**src/rtl/core/spd_pkg.sv**
```systemverilog
package spd_pkg;

   // defaults for the top level parameters and the start code register
   localparam int          MAX_PAYLOAD_DEFAULT = 256;
   localparam logic [15:0] START_CODE_RESET    = 16'hEF01;

   // header geometry
   localparam int ADDR_BYTES    = 4;
   localparam int LENGTH_EXTRA  = 2;

   // result kinds
   localparam logic [1:0] KIND_PAYLOAD = 2'd0;
   localparam logic [1:0] KIND_END     = 2'd1;
   localparam logic [1:0] KIND_ERROR   = 2'd2;

   // frame parsing phases
   typedef enum logic [2:0] {
      PH_HUNT,
      PH_ADDR,
      PH_TYPE,
      PH_LENH,
      PH_LENL,
      PH_PAY,
      PH_CKH,
      PH_CKL
   } phase_type;

   // one result beat
   typedef struct packed {
      logic [1:0]  kind;
      logic [7:0]  data_byte;
      logic [7:0]  byte_index;
      logic [31:0] packet_address;
      logic [7:0]  packet_type;
      logic [8:0]  payload_length;
      logic [15:0] checksum_received;
      logic        checksum_ok;
      logic        last;
   } result_type;

endpackage

```
**src/rtl/core/spd_parser.sv**
```systemverilog
module spd_parser #(
   parameter int MAX_PAYLOAD = spd_pkg::MAX_PAYLOAD_DEFAULT
) (
   input  logic               clock,
   input  logic               reset,
   input  logic               step,
   input  logic [7:0]         byte_in,
   input  logic [15:0]        start_code,
   output logic               has_result,
   output spd_pkg::result_type result
);

   localparam int             PayCountWidth = $clog2(MAX_PAYLOAD + 1);
   localparam int             CountWidth    = (PayCountWidth > 3) ? PayCountWidth : 3;
   localparam logic [15:0]    LengthMax     = 16'(MAX_PAYLOAD + spd_pkg::LENGTH_EXTRA);
   localparam logic [15:0]    LengthMin     = 16'(spd_pkg::LENGTH_EXTRA);
   localparam logic [CountWidth-1:0] AddrLast = CountWidth'(spd_pkg::ADDR_BYTES - 1);

   spd_pkg::phase_type     phase_ff, phase_in;
   logic                   prev_valid_ff, prev_valid_in;
   logic [7:0]             prev_byte_ff, prev_byte_in;
   logic [CountWidth-1:0]  count_ff, count_in;
   logic [31:0]            address_ff, address_in;
   logic [7:0]             type_ff, type_in;
   logic [15:0]            length_ff, length_in;
   logic [15:0]            sum_ff, sum_in;
   logic [7:0]             ck_high_ff, ck_high_in;

   logic                   start_match;
   logic [15:0]            length_full;
   logic                   length_bad;
   logic [15:0]            pay_len;
   logic [15:0]            count_wide;
   logic                   pay_done;
   logic [15:0]            ck_full;
   logic [15:0]            sum_next_pay;

   // shared decode
   always_comb begin
      start_match  = prev_valid_ff && (prev_byte_ff == start_code[15:8])
                     && (byte_in == start_code[7:0]);
      length_full  = {length_ff[15:8], byte_in};
      length_bad   = (length_full < LengthMin) || (length_full > LengthMax);
      pay_len      = length_ff - LengthMin;
      count_wide   = 16'(count_ff);
      pay_done     = (count_wide + 16'd1) >= pay_len;
      ck_full      = {ck_high_ff, byte_in};
      sum_next_pay = sum_ff + 16'(byte_in);
   end

   // next phase
   always_comb begin
      phase_in = phase_ff;
      if (step) begin
         case (phase_ff)
            spd_pkg::PH_HUNT: begin
               if (start_match) phase_in = spd_pkg::PH_ADDR;
            end
            spd_pkg::PH_ADDR: begin
               if (count_ff == AddrLast) phase_in = spd_pkg::PH_TYPE;
            end
            spd_pkg::PH_TYPE: phase_in = spd_pkg::PH_LENH;
            spd_pkg::PH_LENH: phase_in = spd_pkg::PH_LENL;
            spd_pkg::PH_LENL: begin
               if (length_bad) phase_in = spd_pkg::PH_HUNT;
               else if (length_full == LengthMin) phase_in = spd_pkg::PH_CKH;
               else phase_in = spd_pkg::PH_PAY;
            end
            spd_pkg::PH_PAY: begin
               if (pay_done) phase_in = spd_pkg::PH_CKH;
            end
            spd_pkg::PH_CKH: phase_in = spd_pkg::PH_CKL;
            spd_pkg::PH_CKL: phase_in = spd_pkg::PH_HUNT;
            default: phase_in = spd_pkg::PH_HUNT;
         endcase
      end
   end

   // header, counter, sum and result
   always_comb begin
      prev_valid_in = prev_valid_ff;
      prev_byte_in  = prev_byte_ff;
      count_in      = count_ff;
      address_in    = address_ff;
      type_in       = type_ff;
      length_in     = length_ff;
      sum_in        = sum_ff;
      ck_high_in    = ck_high_ff;
      has_result    = 1'b0;

      result                   = '0;
      result.packet_address    = address_ff;
      result.packet_type       = type_ff;

      if (step) begin
         case (phase_ff)
            spd_pkg::PH_HUNT: begin
               if (start_match) begin
                  prev_valid_in = 1'b0;
                  prev_byte_in  = 8'd0;
                  count_in      = '0;
               end else begin
                  prev_valid_in = 1'b1;
                  prev_byte_in  = byte_in;
               end
            end
            spd_pkg::PH_ADDR: begin
               address_in = {address_ff[23:0], byte_in};
               count_in   = (count_ff == AddrLast) ? '0 : count_ff + 1'b1;
            end
            spd_pkg::PH_TYPE: type_in = byte_in;
            spd_pkg::PH_LENH: length_in = {byte_in, 8'd0};
            spd_pkg::PH_LENL: begin
               length_in = length_full;
               count_in  = '0;
               sum_in    = 16'(length_ff[15:8]) + 16'(byte_in) + 16'(type_ff);
               if (length_bad) begin
                  has_result    = 1'b1;
                  result.kind   = spd_pkg::KIND_ERROR;
                  result.last   = 1'b1;
                  prev_valid_in = 1'b0;
                  prev_byte_in  = 8'd0;
               end
            end
            spd_pkg::PH_PAY: begin
               sum_in                = sum_next_pay;
               count_in              = pay_done ? '0 : count_ff + 1'b1;
               has_result            = 1'b1;
               result.kind           = spd_pkg::KIND_PAYLOAD;
               result.data_byte      = byte_in;
               result.byte_index     = count_wide[7:0];
               result.payload_length = pay_len[8:0];
            end
            spd_pkg::PH_CKH: ck_high_in = byte_in;
            spd_pkg::PH_CKL: begin
               has_result               = 1'b1;
               result.kind              = spd_pkg::KIND_END;
               result.payload_length    = pay_len[8:0];
               result.checksum_received = ck_full;
               result.checksum_ok       = (ck_full == sum_ff);
               result.last              = 1'b1;
               prev_valid_in            = 1'b0;
               prev_byte_in             = 8'd0;
               count_in                 = '0;
            end
            default: begin
               prev_valid_in = 1'b0;
               count_in      = '0;
            end
         endcase
      end
   end

   // control state
   always_ff @(posedge clock) begin
      if (reset) begin
         phase_ff      <= spd_pkg::PH_HUNT;
         prev_valid_ff <= 1'b0;
         count_ff      <= '0;
      end else begin
         phase_ff      <= phase_in;
         prev_valid_ff <= prev_valid_in;
         count_ff      <= count_in;
      end
   end

   // header and sum holding
   always_ff @(posedge clock) begin
      prev_byte_ff <= prev_byte_in;
      address_ff   <= address_in;
      type_ff      <= type_in;
      length_ff    <= length_in;
      sum_ff       <= sum_in;
      ck_high_ff   <= ck_high_in;
   end

endmodule

```
**src/rtl/core/serial_packet_deframer.sv**
```systemverilog
// channel  direction  handshake              payload
// req      in         req_valid / req_ready  req_byte_in
// rsp      out        rsp_valid / rsp_ready  rsp_kind .. rsp_last
// csr      in         csr_valid / csr_ready  csr_start_code
//
// one byte per cycle sustained while rsp_ready is high; a result is offered
// on the rsp ports once its byte has been taken into the input register, the
// parser step has run and the result register has loaded. reset clears the
// phase to hunting and the start code to its default. a stalled result holds
// the result register and the input register keeps one more byte; csr_ready
// is always high.
module serial_packet_deframer #(
   parameter int MAX_PAYLOAD = spd_pkg::MAX_PAYLOAD_DEFAULT
) (
   input  logic        clock,
   input  logic        reset,
   input  logic        req_valid,
   output logic        req_ready,
   input  logic [7:0]  req_byte_in,
   output logic        rsp_valid,
   input  logic        rsp_ready,
   output logic [1:0]  rsp_kind,
   output logic [7:0]  rsp_data_byte,
   output logic [7:0]  rsp_byte_index,
   output logic [31:0] rsp_packet_address,
   output logic [7:0]  rsp_packet_type,
   output logic [8:0]  rsp_payload_length,
   output logic [15:0] rsp_checksum_received,
   output logic        rsp_checksum_ok,
   output logic        rsp_last,
   input  logic        csr_valid,
   output logic        csr_ready,
   input  logic [15:0] csr_start_code
);

   logic                in_valid_ff, in_valid_in;
   logic [7:0]          in_byte_ff, in_byte_in;
   logic                out_valid_ff, out_valid_in;
   spd_pkg::result_type out_ff, out_in;
   logic [15:0]         start_code_ff, start_code_in;

   logic                advance;
   logic                step;
   logic                has_result;
   spd_pkg::result_type result;

   // handshake
   assign advance   = !out_valid_ff || rsp_ready;
   assign step      = in_valid_ff && advance;
   assign req_ready = !in_valid_ff || advance;
   assign csr_ready = 1'b1;

   // input beat register
   always_comb begin
      in_valid_in = in_valid_ff;
      in_byte_in  = in_byte_ff;
      if (req_valid && req_ready) begin
         in_valid_in = 1'b1;
         in_byte_in  = req_byte_in;
      end else if (step) begin
         in_valid_in = 1'b0;
      end
   end

   // start code register
   assign start_code_in = (csr_valid && csr_ready) ? csr_start_code : start_code_ff;

   spd_parser #(
      .MAX_PAYLOAD (MAX_PAYLOAD)
   ) u_parser (
      .clock      (clock),
      .reset      (reset),
      .step       (step),
      .byte_in    (in_byte_ff),
      .start_code (start_code_ff),
      .has_result (has_result),
      .result     (result)
   );

   // result beat register
   always_comb begin
      out_valid_in = out_valid_ff;
      out_in       = out_ff;
      if (advance) begin
         out_valid_in = step && has_result;
         if (step && has_result) out_in = result;
      end
   end

   always_ff @(posedge clock) begin
      if (reset) begin
         in_valid_ff   <= 1'b0;
         out_valid_ff  <= 1'b0;
         start_code_ff <= spd_pkg::START_CODE_RESET;
      end else begin
         in_valid_ff   <= in_valid_in;
         out_valid_ff  <= out_valid_in;
         start_code_ff <= start_code_in;
      end
   end

   always_ff @(posedge clock) begin
      in_byte_ff <= in_byte_in;
      out_ff     <= out_in;
   end

   // result ports
   assign rsp_valid             = out_valid_ff;
   assign rsp_kind              = out_ff.kind;
   assign rsp_data_byte         = out_ff.data_byte;
   assign rsp_byte_index        = out_ff.byte_index;
   assign rsp_packet_address    = out_ff.packet_address;
   assign rsp_packet_type       = out_ff.packet_type;
   assign rsp_payload_length    = out_ff.payload_length;
   assign rsp_checksum_received = out_ff.checksum_received;
   assign rsp_checksum_ok       = out_ff.checksum_ok;
   assign rsp_last              = out_ff.last;

endmodule
```
**config.mk**
```make
export PLATFORM = sky130hd
export DESIGN_NAME = serial_packet_deframer
export DESIGN_NICKNAME = d
export VERILOG_FILES = /design/src/rtl/core/spd_pkg.sv /design/src/rtl/core/spd_parser.sv /design/src/rtl/core/serial_packet_deframer.sv
export SDC_FILE = /design/constraint.sdc
export NUM_CORES = 1
export LEC_CHECK = 0
export ABC_AREA = 1
export BUFFER_PORTS_ARGS = -buffer_cell sky130_fd_sc_hd__buf_2
export CORE_MARGIN = 1.5
export CORE_UTILIZATION = 60
export CTS_BUF_LIST = sky130_fd_sc_hd__clkbuf_4
export CTS_CLUSTER_DIAMETER = 50
export DETAILED_ROUTE_END_ITERATION = 16
export PLACE_DENSITY = 0.82
export SYNTH_ARGS = -nofsm -noshare
export SYNTH_HDL_FRONTEND = slang
export SYNTH_SLANG_ARGS = --single-unit
```
**constraint.sdc**
```tcl
create_clock -name clock -period 5.6 [get_ports clock]
set_input_delay 1.12 -clock clock [delete_from_list [all_inputs] [get_ports clock]]
set_output_delay 1.12 -clock clock [all_outputs]
set_load 0.01 [all_outputs]
```
* Word-level counts from Yosys, hierarchy flattened
Index checks and enable logic that the tools add are counted.
** Storage, ports and cells
- Register bits after elaboration :: 212
- Latch bits :: 0
- Bits in writable memories :: 0
- ROM bits :: 0
- Input bits :: 29
- Output and inout bits :: 88
- Memories :: 0
** Cells by class
- $add $sub $neg :: 6
- Multiply operators :: 0
- Div/mod/pow operators :: 0
- Order comparisons :: 3
- Eq/ne operators :: 16
- Shift-type cells :: 0
- Multiplexer cells :: 26
- Bitwise gates (word level) :: 1
- Reductions and logical operators :: 31
** Operator list (count)
- one-hot mux 16 bit (2 select lines) :: 2
- one-hot mux 9 bit (4 select lines) :: 1
- adder 16 x 8 -> 16 bit :: 2
- two-way mux 9 bit :: 3
- one-hot mux 3 bit (8 select lines) :: 1
- one-hot mux 8 bit (3 select lines) :: 1
- AND reduction 2 bit :: 9
- equality test 16 bit :: 1
- equality test 16 x 2 -> 1 bit (second input constant) :: 1
- equality test 8 bit :: 2
- >= comparator 16 bit :: 1
- > comparator 16 x 9 -> 1 bit (second input constant) :: 1
- < comparator 16 x 2 -> 1 bit (second input constant) :: 1
- two-way mux 8 bit :: 2
- subtractor 16 x 2 -> 16 bit (second input constant) :: 1
- equality test 3 bit (second input constant) :: 4
- two-way mux 3 bit :: 4
- adder 9 x 1 -> 10 bit (second input constant) :: 1
- adder 8 x 8 -> 9 bit :: 1
- adder 9 x 1 -> 9 bit (second input constant) :: 1
- equality test 9 x 2 -> 1 bit (second input constant) :: 1
- AND reduction 3 bit :: 3
- inequality test 2 x 1 -> 1 bit (second input constant) :: 4
- equality test 3 x 2 -> 1 bit (second input constant) :: 2
- other kinds (16) :: 33

* Logic depth before layout (Yosys ltp)
Gate-level depths: netlist of the first run.
- Word-level depth :: 7
- Depth in mapped cells :: 19

* Hierarchy
Synthesis of the first run repeated with hierarchy kept, for this count alone.
** Second synthesis, totals
- Cell total of the unflattened synthesis :: 870
- Area, all modules :: 9407.8 µm²
** By module, submodules not included
- spd_parser :: instances 1, cells each 689, area an instance 5940.7 µm²
- serial_packet_deframer :: instances 1, cells each 181, area an instance 3467.1 µm²

* Least setup slack after synthesis of the first run
OpenSTA, ideal clock, no wires.
- Kind :: input -> register
- Start point :: input port rsp_ready
- End point :: register out_ff (netlist bit rsp_byte_index[0]), enable pin
- Data arrival time :: 3.380 ns
- Setup slack :: 1.391 ns
- Stages :: 7
- Path through :: inv_1 -> nand2_1 -> nand2_1 -> nor2_1 -> nor2_1 -> clkbuf_1 -> nand2_1
** On the way
- Word-level cells in the longest chain between the ends :: 5
** Ends and longest elaborated chain
- start, declared :: line serial_packet_deframer.sv:21 : input logic rsp_ready,
- logical OR 1 bit * :: line serial_packet_deframer.sv:48 : assign advance = !out_valid_ff || rsp_ready;
- logical AND 1 bit :: line serial_packet_deframer.sv:49 : assign step = in_valid_ff && advance;
- two-way mux 1 bit :: line spd_parser.sv:95 : if (step) begin
- logical AND 1 bit :: line serial_packet_deframer.sv:86 : if (step && has_result) out_in = result;
- AND reduction 2 bit (no line) *
- end signal, assigned :: line serial_packet_deframer.sv:104 : out_ff <= out_in;
- end, declared :: line serial_packet_deframer.sv:39 : spd_pkg::result_type out_ff, out_in;
Mark *: on every way between the ends. The rest lies on a longest branch, timed or not.
A chain may end at the register's enable or synchronous reset.

* Worst setup path after layout of the first run
- Start point :: register u_parser.phase_ff[0]
- End point :: register out_ff (netlist bit rsp_packet_type[0]), enable pin
** On the way
- Word-level cells in the longest chain between the ends :: 6
- Elaborated cells on any way between the ends :: 8
- Classes of those cells :: eq/ne: 3; mux: 2; reduce/logical: 3
** Ends and longest elaborated chain
- start, declared :: line spd_parser.sv:19 : spd_pkg::phase_type phase_ff, phase_in;
- start signal, assigned :: line spd_parser.sv:157 : phase_ff <= spd_pkg::PH_HUNT;
- start signal, assigned :: line spd_parser.sv:161 : phase_ff <= phase_in;
- equality test 3 bit :: line spd_parser.sv:96 : case (phase_ff)
- OR reduction 2 bit (no line)
- one-hot mux 1 bit (2 select lines) * :: line spd_parser.sv:96
- two-way mux 1 bit * :: line spd_parser.sv:95
- logical AND 1 bit * :: line serial_packet_deframer.sv:86
- AND reduction 2 bit (no line) *
Marks and branches as above.

==> impl_metrics.py, run 1 <==
metrics = {
    "outcome": {
        "status": "complete, no violations",
    },
    "routing": {
        "wl_microns": 19800,
        "routed_via_density": 5.24,
        "detail-route-antenna-nets": 0,
        "vias": 6831,
        "drc": 0,
        "wl_per_cell_microns": 15.2,
        "initialDrtViolationCount": 533,
        "drt_pass1_iterations": 5,
    },
    "grt": {
        "grt_pass1_vias": 6346,
        "grt_max_degree": 86,
        "grt_usage_pct": 24.2,
        "overflow": 0,
        "use_met2_pct": 40.6,
        "gr-max-usage-layer": "met2",
        "met3_usage_pct": 5.74,
        "grt_antenna_before_repair": 1,
        "grt_use_met1_pct": 30.7,
        "grt_first_pass_wirelength_microns": 30800,
    },
    "place": {
        "portBuffers": 115,
        "gp_congestion": 0.908,
        "placed_area_sq_um": 10400,
        "dp_hpwl_microns": 13900,
    },
    "timing": {
        "finalSetupTns_ps": 0,
        "fmax_mhz": 301,
        "rsz0062_at_grt": "no",
        "maxSlewViolCount": 0,
        "setup_viol": 0,
        "fin_skew_ps": 36.8,
        "tightest_slew_ps": 1110,
        "period_minus_slack_ps": 3320,
        "min_period_over_period_pct": 59.3,
        "hold_viol": 0,
        "max_slew_margin_pct": 26.1,
    },
    "logic_synthesis": {
        "synth_nets": 958,
        "synth_area_leaders": "edfxtp_1 57%, dfxtp_1 6.5%, nand2_1 5.5%, nor2_1 5.5%, ha_1 4.7%",
        "ys_seq_area_share_pct": 63.2,
        "yosysTopAreaCell": "edfxtp_1",
        "synth_commonest_cells": "181 x edfxtp_1, 141 x nand2_1, 140 x nor2_1",
        "ys.flop_type": "edfxtp_1",
        "synth_cell_types": 47,
        "synth.top_cell.area_share_pct": 56.7,
        "syn_avg_cell_area_sq_um": 10.8,
        "synth_edf_count": 181,
        "syn_area_sq_um": 9580,
        "synth_warnings": 0,
        "syn_inst": 890,
        "synth_most_common_cell": "edfxtp_1",
        "ys_ff_latch": 212,
        "postSynth.asyncResetShare_pct": 0,
    },
    "cells_and_area": {
        "drive_gt1_share_pct": 22.2,
        "nNetsFinal": 1115,
        "area_growth_pct": 15.3,
        "stdcell_area_sq_um": 11000,
    },
    "setup_path": {
        "crit_slowest_cell": "nand2_4",
        "slowest_delay_ps": 830,
        "cp_max_fo": 85,
        "rrSetupSlack_ps": 2280,
        "crit_path_frequent_cell": "inv_2",
        "crit_path_end_kind": "flop",
        "cp-start-kind": "flop",
        "cp_cell_sequence": "inv_2 > nor2_4 > inv_2 > nor2_2 > inv_2 > nor2_1 > nor2_1 > nand2_4",
        "worst-setup-path-type": "reg -> reg",
        "cp.required_ps": 5850,
        "cp.arrival_ps": 3560,
    },
    "floorplan": {
        "ios": 117,
        "die_h_microns": 129,
        "start_util_pct": 61.0,
        "die_w_microns": 129,
        "core_sq_um": 15700,
        "dieArea_sq_um": 16700,
        "fp-row-count": 46,
    },
    "clocking": {
        "hold_buffers": 0,
        "cts_max_level": 2,
        "cts.root.buffer_cell": "clkbuf_4",
        "cts_tree": "built",
        "cts_buffers": 50,
        "cts_sinks": 212,
        "insertion_delay_ps": 660,
        "clkTransAtPathRegs_ps": 70,
        "cts_resized": 0,
        "cts_max_path_buffers": 3,
        "postCtsSetupBuffers": 0,
    },
    "job": {
        "maxCapViolCount": 0,
    },
    "min_path": {
        "worstHoldPathType": "reg -> reg",
    },
    "pwr": {
        "power_density_nw_per_um2": 280,
        "p_leak_nw": 4.78,
        "worst_ir_drop_vdd_v": 0.000180,
        "power_mw": 3.10,
    },
}
critical path: cells and delay by family, from the launching register on:
family	cells	cell delay (ps)
simple gates	5	1910
flops	1	440
buf+inv	3	490
flip-flops by register name (all words and copies together), names as in the netlist, 3 cells and up:
register	flops
in_byte_ff	8
rsp_byte_index	8
rsp_checksum_received	16
rsp_data_byte	8
rsp_packet_address	32
rsp_packet_type	8
rsp_payload_length	9
start_code_ff	16
u_parser.address_ff	32
u_parser.ck_high_ff	8
u_parser.count_ff	9
u_parser.length_ff	16
u_parser.phase_ff	3
u_parser.prev_byte_ff	8
u_parser.sum_ff	16
u_parser.type_ff	8
per-stage QoR:
| stage | setup WS, ps | util [%] | instances | hold slack (ps) |
|---|---|---|---|---|
| 6_report | 2280 | 70.3 | 1303 | 420 |
| 3_5_place_dp | 1870 | 66.2 | 1211 | 407 |
| 4_1_cts | 2310 | 70.3 | 1302 | 424 |
| 3_3_place_gp | 1950 | 66.2 | 1211 | 401 |
| 5_1_grt | 2070 | 70.3 | 1303 | 429 |
| 2_1_floorplan | 1390 | - | 890 | 400 |
routing by layer:
| metal | part of all wire (%) | up-vias |
|---|---|---|
| met5 | 0 | - |
| met4 | 2.8 | 0 |
| met3 | 7.0 | 50 |
| met2 | 48 | 289 |
| met1 | 42 | 3154 |
| li1 | - | 3338 |
cell families (layout without fill, tap and decap cells):
family / count (synthesis) / count (layout) / synth area share, %
adders and majority gates: 39 / 39 / 5.33
and+or+nand+nor: 368 / 368 / 16.9
buffers and inverters: 134 / 330 / 5.42
other: 1 / 2 / 0.0391
AOI/OAI and AO/OA: 104 / 104 / 6.18
xor gates and xnor gates: 32 / 32 / 2.93
DFF: 212 / 212 / 63.2
area by class of cell:
| cell class | count | area, sq um |
|---|---|---|
| inverters | 121 | 454 |
| clock inverters | 19 | 104 |
| flip-flops and latches | 212 | 6060 |
| well taps | 216 | 270 |
| diodes | 1 | 2.50 |
| clock buffers | 72 | 541 |
| multi-input cells | 544 | 3020 |
| repair buffers | 118 | 598 |
| fillers | 1157 | 4660 |
power breakdown:
group / switching, mW / leakage (nW) / internal, mW
clock network: 0.594 / 0.377 / 0.640
logic: 0.0803 / 2.40 / 0.0529
registers: 0.0169 / 2.00 / 1.71
total: 0.691 / 4.78 / 2.41
cell usage in the layout, fill, tap and decap left out, types with 3 or more instances in the layout:
cell type	synthesis	final
a21oi_1	43	43
buf_2	4	115
buf_4	1	3
clkbuf_4	0	72
clkinv_1	2	17
dfxtp_1	31	31
edfxtp_1	181	181
fa_1	3	3
ha_1	36	36
inv_1	107	107
inv_2	12	12
nand2_1	141	140
nand2_2	3	3
nand2_4	3	4
nand3_1	38	38
nand4_1	7	7
nor2_1	140	140
nor2_2	10	10
nor2_4	4	4
nor3_1	6	4
nor3_2	2	4
nor4_1	4	4
o21ai_0	39	39
o21ai_1	3	3
o22ai_1	4	4
or2_2	3	3
xnor2_1	15	15
xor2_1	17	17
worst paths after layout:
kind                                               end               startpoint  cells past startpoint
worst max-delay path                rsp_packet_type[0]     u_parser.phase_ff[0]                      8
worst min-delay path            rsp_packet_address[25]  u_parser.address_ff[25]                      0
worst max register to register      rsp_packet_type[0]     u_parser.phase_ff[0]                      8
worst min register to register  rsp_packet_address[25]  u_parser.address_ff[25]                      0
(Power assumes the default switching activity.)
==> run 2, diff against run 1 <==
--- a/config.mk
+++ b/config.mk
@@ -5,14 +5,14 @@
 export SDC_FILE = /design/constraint.sdc
 export NUM_CORES = 1
 export LEC_CHECK = 0
-export ABC_AREA = 1
+export ABC_AREA = 0
 export BUFFER_PORTS_ARGS = -buffer_cell sky130_fd_sc_hd__buf_2
 export CORE_MARGIN = 1.5
-export CORE_UTILIZATION = 60
+export CORE_UTILIZATION = 54
 export CTS_BUF_LIST = sky130_fd_sc_hd__clkbuf_4
 export CTS_CLUSTER_DIAMETER = 50
 export DETAILED_ROUTE_END_ITERATION = 16
-export PLACE_DENSITY = 0.82
+export PLACE_DENSITY = 0.78
 export SYNTH_ARGS = -nofsm -noshare
 export SYNTH_HDL_FRONTEND = slang
 export SYNTH_SLANG_ARGS = --single-unit
==> constraint.sdc (replaced) <==
create_clock -name clock -period 2.65 [get_ports clock]
set_input_delay 0.53 -clock clock [delete_from_list [all_inputs] [get_ports clock]]
set_output_delay 0.53 -clock clock [all_outputs]
set_load 0.01 [all_outputs]
==> impl_metrics.py, run 2 <==
metrics = {
    "floorplan": {
        "die_w_microns": 134,
        "die_h_microns": 134,
        "core_sq_um": 16700,
        "fp-row-count": 47,
        "dieArea_sq_um": 18100,
        "ios": 117,
        "start_util_pct": 55.8,
    },
    "timing": {
        "fmax_mhz": 329,
        "min_period_over_period_pct": 115,
        "rsz0062_at_grt": "yes",
        "layout_setup_ws_ps": -388,
        "max_slew_margin_pct": 21.1,
        "setup_viol": 17,
        "tightest_slew_ps": 1170,
        "hold_viol": 0,
        "period_minus_slack_ps": 3040,
        "maxSlewViolCount": 0,
        "fin_skew_ps": 40.4,
    },
    "clocking": {
        "insertion_delay_ps": 670,
        "cts.root.buffer_cell": "clkbuf_4",
        "clkTransAtPathRegs_ps": 70,
        "cts_max_path_buffers": 3,
        "cts_sinks": 212,
        "cts_buffers": 51,
        "cts_max_level": 2,
        "cts_tree": "built",
    },
    "cells_and_area": {
        "post-route-util_pct": 70.8,
        "stdcell_area_sq_um": 11800,
        "area_growth_pct": 26.8,
        "fin_cells": 1208,
        "num-fill-cells": 1161,
        "drive_gt1_share_pct": 36.7,
        "layout_commonest_cell": "edfxtp_1",
        "layout_common_cells": "181 x edfxtp_1, 115 x buf_2, 90 x buf_4",
        "seq_area_sq_um": 6060,
        "nNetsFinal": 1019,
        "multi_input_area_sq_um": 3380,
    },
    "pwr": {
        "p_sw_share_pct": 23.3,
        "p_leak_nw": 4.95,
        "power_mw": 6.74,
        "combPwrFrac_pct": 9.3,
        "clockPowerShare_pct": 36.4,
        "worst_ir_drop_vdd_v": 0.000341,
        "power_density_nw_per_um2": 570,
        "p_seq_share_pct": 54.3,
        "p_sw_mw": 1.57,
        "intPower_mw": 5.17,
    },
    "place": {
        "portBuffers": 115,
        "dp_hpwl_microns": 14200,
        "dp.cells": 1099,
        "gp_congestion": 0.845,
        "placed_area_sq_um": 10800,
    },
    "grt": {
        "grt_max_degree": 44,
        "grt_pass1_vias": 6585,
        "overflow": 0,
        "grt_antenna_before_repair": 1,
        "grt_usage_pct": 22.8,
        "grt_first_pass_wirelength_microns": 31900,
    },
    "logic_synthesis": {
        "synth.top_cell.area_share_pct": 58.3,
        "syn_inst": 702,
        "ys_ff_latch": 212,
        "ys.flop_type": "edfxtp_1",
        "synth_cell_types": 58,
        "syn_avg_cell_area_sq_um": 13.3,
        "ys_seq_area_share_pct": 65.0,
        "synth_commonest_cells": "181 x edfxtp_1, 51 x and2_1, 49 x nor2_1",
        "syn_area_sq_um": 9320,
        "synth_area_leaders": "edfxtp_1 58%, dfxtp_1 6.7%, ha_1 4.8%, xnor2_1 3.9%, and2_1 3.4%",
        "postSynth.asyncResetShare_pct": 0,
        "synth_most_common_cell": "edfxtp_1",
        "synth_nets": 770,
        "synth_edf_count": 181,
        "synth_warnings": 0,
        "yosysTopAreaCell": "edfxtp_1",
    },
    "setup_path": {
        "cp-start-kind": "flop",
        "cp.required_ps": 3070,
        "critPathTopFamily": "compound AO/OA/AOI/OAI gates",
        "crit_path_end_kind": "flop",
        "slowest_delay_ps": 420,
        "path_depth": 16,
        "cp_max_fo": 2,
        "cp_cell_sequence": "ha_2 > inv_2 > fa_2 > inv_1 > a21o_1 > a21oi_2 > a2bb2oi_2 > nor2b_2 > xnor2_1 > ha_1 > or2_4 > a21oi_2 > inv_2 > o41ai_2 > xor2_1 > a21oi_1",
        "crit_slowest_cell": "edfxtp_1",
        "cp.arrival_ps": 3460,
        "cp_num_buf_inv": 3,
        "worst-setup-path-type": "reg -> reg",
        "r2r_cells": 16,
    },
    "outcome": {
        "status": "complete, but fails checks",
        "violations": "negative setup slack",
    },
    "routing": {
        "vias": 6477,
        "initialDrtViolationCount": 408,
        "drc": 0,
        "wl_microns": 20500,
        "wl_per_cell_microns": 17.0,
        "drt_pass1_iterations": 5,
        "detail-route-antenna-nets": 0,
        "routed_via_density": 5.36,
    },
    "min_path": {
        "hold_depth": 1,
        "worstHoldPathType": "in -> reg",
    },
    "job": {
        "maxCapViolCount": 0,
    },
}
==> run 2: cell count changes after synthesis, sizes merged, moves of 20 or more <==
cell	previous run	this run
nor2	155	49
and2	1	51
nand2	147	33
nor2b	0	20
xnor2	15	41
nand3	41	17
inv	119	23
==> run 2: layout make-up <==
| class | instances | share of cell area (%) |
|---|---|---|
| clock buffer | 69 | 4.38 |
| multi-input combinational | 446 | 28.6 |
| inverter | 23 | 0.730 |
| antenna | 1 | 0.0212 |
| timing repair buffer | 217 | 11.9 |
| clock inverter | 20 | 0.804 |
| tap | 220 | 2.33 |
| sequential | 212 | 51.3 |
==> run 2: worst paths after layout <==
path	startpoint	end	slack, ps
setup / recovery	in_byte_ff[0]	u_parser.sum_ff[8]	-390
hold / removal	req_byte_in[5]	in_byte_ff[5]	40
hold reg to reg	u_parser.address_ff[31]	rsp_packet_address[31]	420
setup reg to reg	in_byte_ff[0]	u_parser.sum_ff[8]	-390
==> run 2: cells by family after synthesis <==
kind of cell,Yosys count,share of synthesized area [%]
and+or+nand+nor,235,13.3
DFF,212,65.0
AOI/OAI and AO/OA,100,7.22
xor gates and xnor gates,59,5.55
buffers and inverters,44,2.08
adders and majority gates,39,5.48
muxes,12,1.32
other,1,0.0402
==> run 2: power by group through the flow <==
stage                     Clock (mW)  Combinational (mW)  Sequential, mW
after floorplan                    0               0.321            3.74
after global placement             0               0.508            3.73
after detailed placement           0               0.540            3.73
after CTS                       2.53               0.586            3.66
after global routing            2.67               0.680            3.66
final                           2.45               0.627            3.66
==> run 2: worst reg2reg max path, stage by stage (launching register included) <==
cell	delay, ps
edfxtp_1	420
ha_2	210
inv_2	60
fa_2	190
inv_1	40
a21o_1	170
a21oi_2	170
a2bb2oi_2	160
nor2b_2	160
xnor2_1	130
ha_1	270
or2_4	250
a21oi_2	130
inv_2	60
o41ai_2	70
xor2_1	220
a21oi_1	90
==> run 2: layer usage <==
metal  GRT usage [%]  wire length (microns)  share of wire (%)  vias up
met4            9.98                    621                3.0        0
met1            28.0                   8560                 42     3093
li1                -                      -                  -     3099
met2            39.1                  10100                 49      231
met5               0                      0                  0        -
met3            4.95                   1250                6.1       54
==> run 2: metrics by stage <==
stage,TNS [ps],worst slack [ps],hold slack (ps)
floorplan,-34780,-394,400
global placement,-1450,-233,401
detailed placement,-4430,-373,410
CTS,-3610,-334,0.831
global route,-5610,-501,0.518
finish,-3880,-388,41.0
==> run 2: what timing repair did <==
item / 4_1_cts / 5_1_grt
pin swaps: 15 / 29
hold buffers: 0 / 1
resized for setup: 28 / 24
buffers inserted: 12 / 13
endpoints found under the hold margin: 0 / 1
endpoints found under the setup margin: 22 / 24
==> run 3, diff against run 2 <==
--- a/config.mk
+++ b/config.mk
@@ -13,6 +13,7 @@
 export CTS_CLUSTER_DIAMETER = 50
 export DETAILED_ROUTE_END_ITERATION = 16
 export PLACE_DENSITY = 0.78
+export RECOVER_POWER = 25
 export SYNTH_ARGS = -nofsm -noshare
 export SYNTH_HDL_FRONTEND = slang
 export SYNTH_SLANG_ARGS = --single-unit
==> impl_metrics.py, run 3 (synthesis results as in run 2) <==
metrics = {
    "timing": {
        "hold_viol": 0,
        "fmax_mhz": 329,
        "period_minus_slack_ps": 3040,
        "tightest_slew_ps": 1180,
        "hold_slack_ps": 44.0,
        "setup_viol": 20,
        "layout_setup_ws_ps": -386,
        "finalSetupTns_ps": -4190,
        "maxSlewViolCount": 0,
        "fin_skew_ps": 43.8,
        "min_period_over_period_pct": 115,
        "rsz0062_at_grt": "yes",
        "max_slew_margin_pct": 20.5,
    },
    "pwr": {
        "power_density_nw_per_um2": 571,
        "worst_ir_drop_vdd_v": 0.000342,
        "p_leak_nw": 4.93,
    },
    "setup_path": {
        "crit_path_end_kind": "flop",
        "worst-setup-path-type": "reg -> reg",
        "cp_num_buf_inv": 3,
        "cp-start-kind": "flop",
        "crit_slowest_cell": "edfxtp_1",
        "cp.arrival_ps": 3450,
        "path_depth": 16,
        "r2r_cells": 16,
        "cp.required_ps": 3070,
        "cp_max_fo": 2,
        "slowest_delay_ps": 420,
        "cp_cell_sequence": "ha_2 > inv_2 > fa_2 > inv_1 > a21o_1 > a21oi_2 > a2bb2oi_2 > nor2b_2 > xnor2_1 > ha_1 > or2_4 > a21oi_2 > inv_2 > o41ai_2 > xor2_1 > a21oi_1",
        "critPathTopFamily": "compound AO/OA/AOI/OAI gates",
    },
    "clocking": {
        "cts.root.buffer_cell": "clkbuf_4",
        "cts_tree": "built",
        "cts_sinks": 212,
        "insertion_delay_ps": 670,
        "cts_max_level": 2,
        "cts_buffers": 51,
        "clkTransAtPathRegs_ps": 70,
        "cts_max_path_buffers": 3,
    },
    "routing": {
        "detail-route-antenna-nets": 0,
        "wl_microns": 20600,
        "initialDrtViolationCount": 370,
        "routed_via_density": 5.37,
        "vias": 6491,
        "drt_pass1_iterations": 5,
        "wl_per_cell_microns": 17.0,
        "drc": 0,
    },
    "floorplan": {
        "die_w_microns": 134,
        "ios": 117,
        "die_h_microns": 134,
        "core_sq_um": 16700,
        "start_util_pct": 55.8,
        "fp-row-count": 47,
        "dieArea_sq_um": 18100,
    },
    "cells_and_area": {
        "post-route-util_pct": 70.7,
        "fin_cells": 1208,
        "nNetsFinal": 1019,
        "area_growth_pct": 26.7,
        "layout_commonest_cell": "edfxtp_1",
        "layout_common_cells": "181 x edfxtp_1, 113 x buf_2, 86 x buf_4",
        "num-fill-cells": 1167,
        "drive_gt1_share_pct": 36.1,
    },
    "place": {
        "gp_congestion": 0.845,
        "dp_hpwl_microns": 14200,
        "dp.cells": 1099,
        "portBuffers": 115,
        "detailedPlace.worstSlack_ps": -373,
    },
    "min_path": {
        "worstHoldPathType": "in -> reg",
        "hold_depth": 1,
    },
    "grt": {
        "grt_usage_pct": 22.8,
        "grt_first_pass_wirelength_microns": 31900,
        "overflow": 0,
        "grt_pass1_vias": 6585,
        "grt_max_degree": 44,
        "grt_antenna_before_repair": 1,
    },
    "job": {
        "maxCapViolCount": 0,
    },
    "outcome": {
        "violations": "negative setup slack",
        "status": "complete, but fails checks",
    },
}
## run 3: area by class of cell
cell class                 count  area [sq um]  area share, %
inverter                      23          86.3          0.731
multi-input combinational    446          3380           28.7
clock buffer                  69           518           4.39
clock inverter                20          95.1          0.806
sequential                   212          6060           51.3
antenna                        1          2.50         0.0212
timing repair buffer         217          1390           11.7
tap                          220           275           2.33
## run 3: what timing repair did
item / CTS / global route
endpoints found under the hold margin: 0 / 1
pin swaps: 15 / 29
hold buffers: 0 / 1
endpoints found under the setup margin: 22 / 24
buffers inserted: 12 / 13
gates resized for setup: 28 / 24
## run 3: worst paths after layout
| path | startpoint | end | slack (ps) |
|---|---|---|---|
| min | req_byte_in[5] | in_byte_ff[5] | 40 |
| min reg2reg | u_parser.address_ff[31] | rsp_packet_address[31] | 420 |
| max | in_byte_ff[0] | u_parser.sum_ff[8] | -390 |
| max reg2reg | in_byte_ff[0] | u_parser.sum_ff[8] | -390 |
## run 3: layer usage
layer  wire length (microns)  track usage [%]
met3                    1400             4.95
met1                    8450             28.0
met4                     592             9.98
met5                       0                0
met2                   10100             39.1
## run 3: report_power, final
| part | leakage [nW] | internal [mW] | switching (mW) |
|---|---|---|---|
| registers | 2.02 | 3.63 | 0.0265 |
| clock network | 0.364 | 1.22 | 1.24 |
| logic | 2.55 | 0.314 | 0.311 |
## run 3: worst register-to-register path: stages, from the launching register on
cell and delay (ps):
edfxtp_1 420, ha_2 210, inv_2 60, fa_2 190
inv_1 40, a21o_1 170, a21oi_2 170, a2bb2oi_2 160
nor2b_2 160, xnor2_1 130, ha_1 270, or2_4 250
a21oi_2 130, inv_2 60, o41ai_2 70, xor2_1 220
a21oi_1 90
## run 3: per-stage QoR
step	instance area [sq um]	power [mW]
global route	11800	7.01
CTS	11600	6.77
finish	11800	6.74
floorplan	9450	4.06
detailed placement	10800	4.27
global placement	10800	4.24
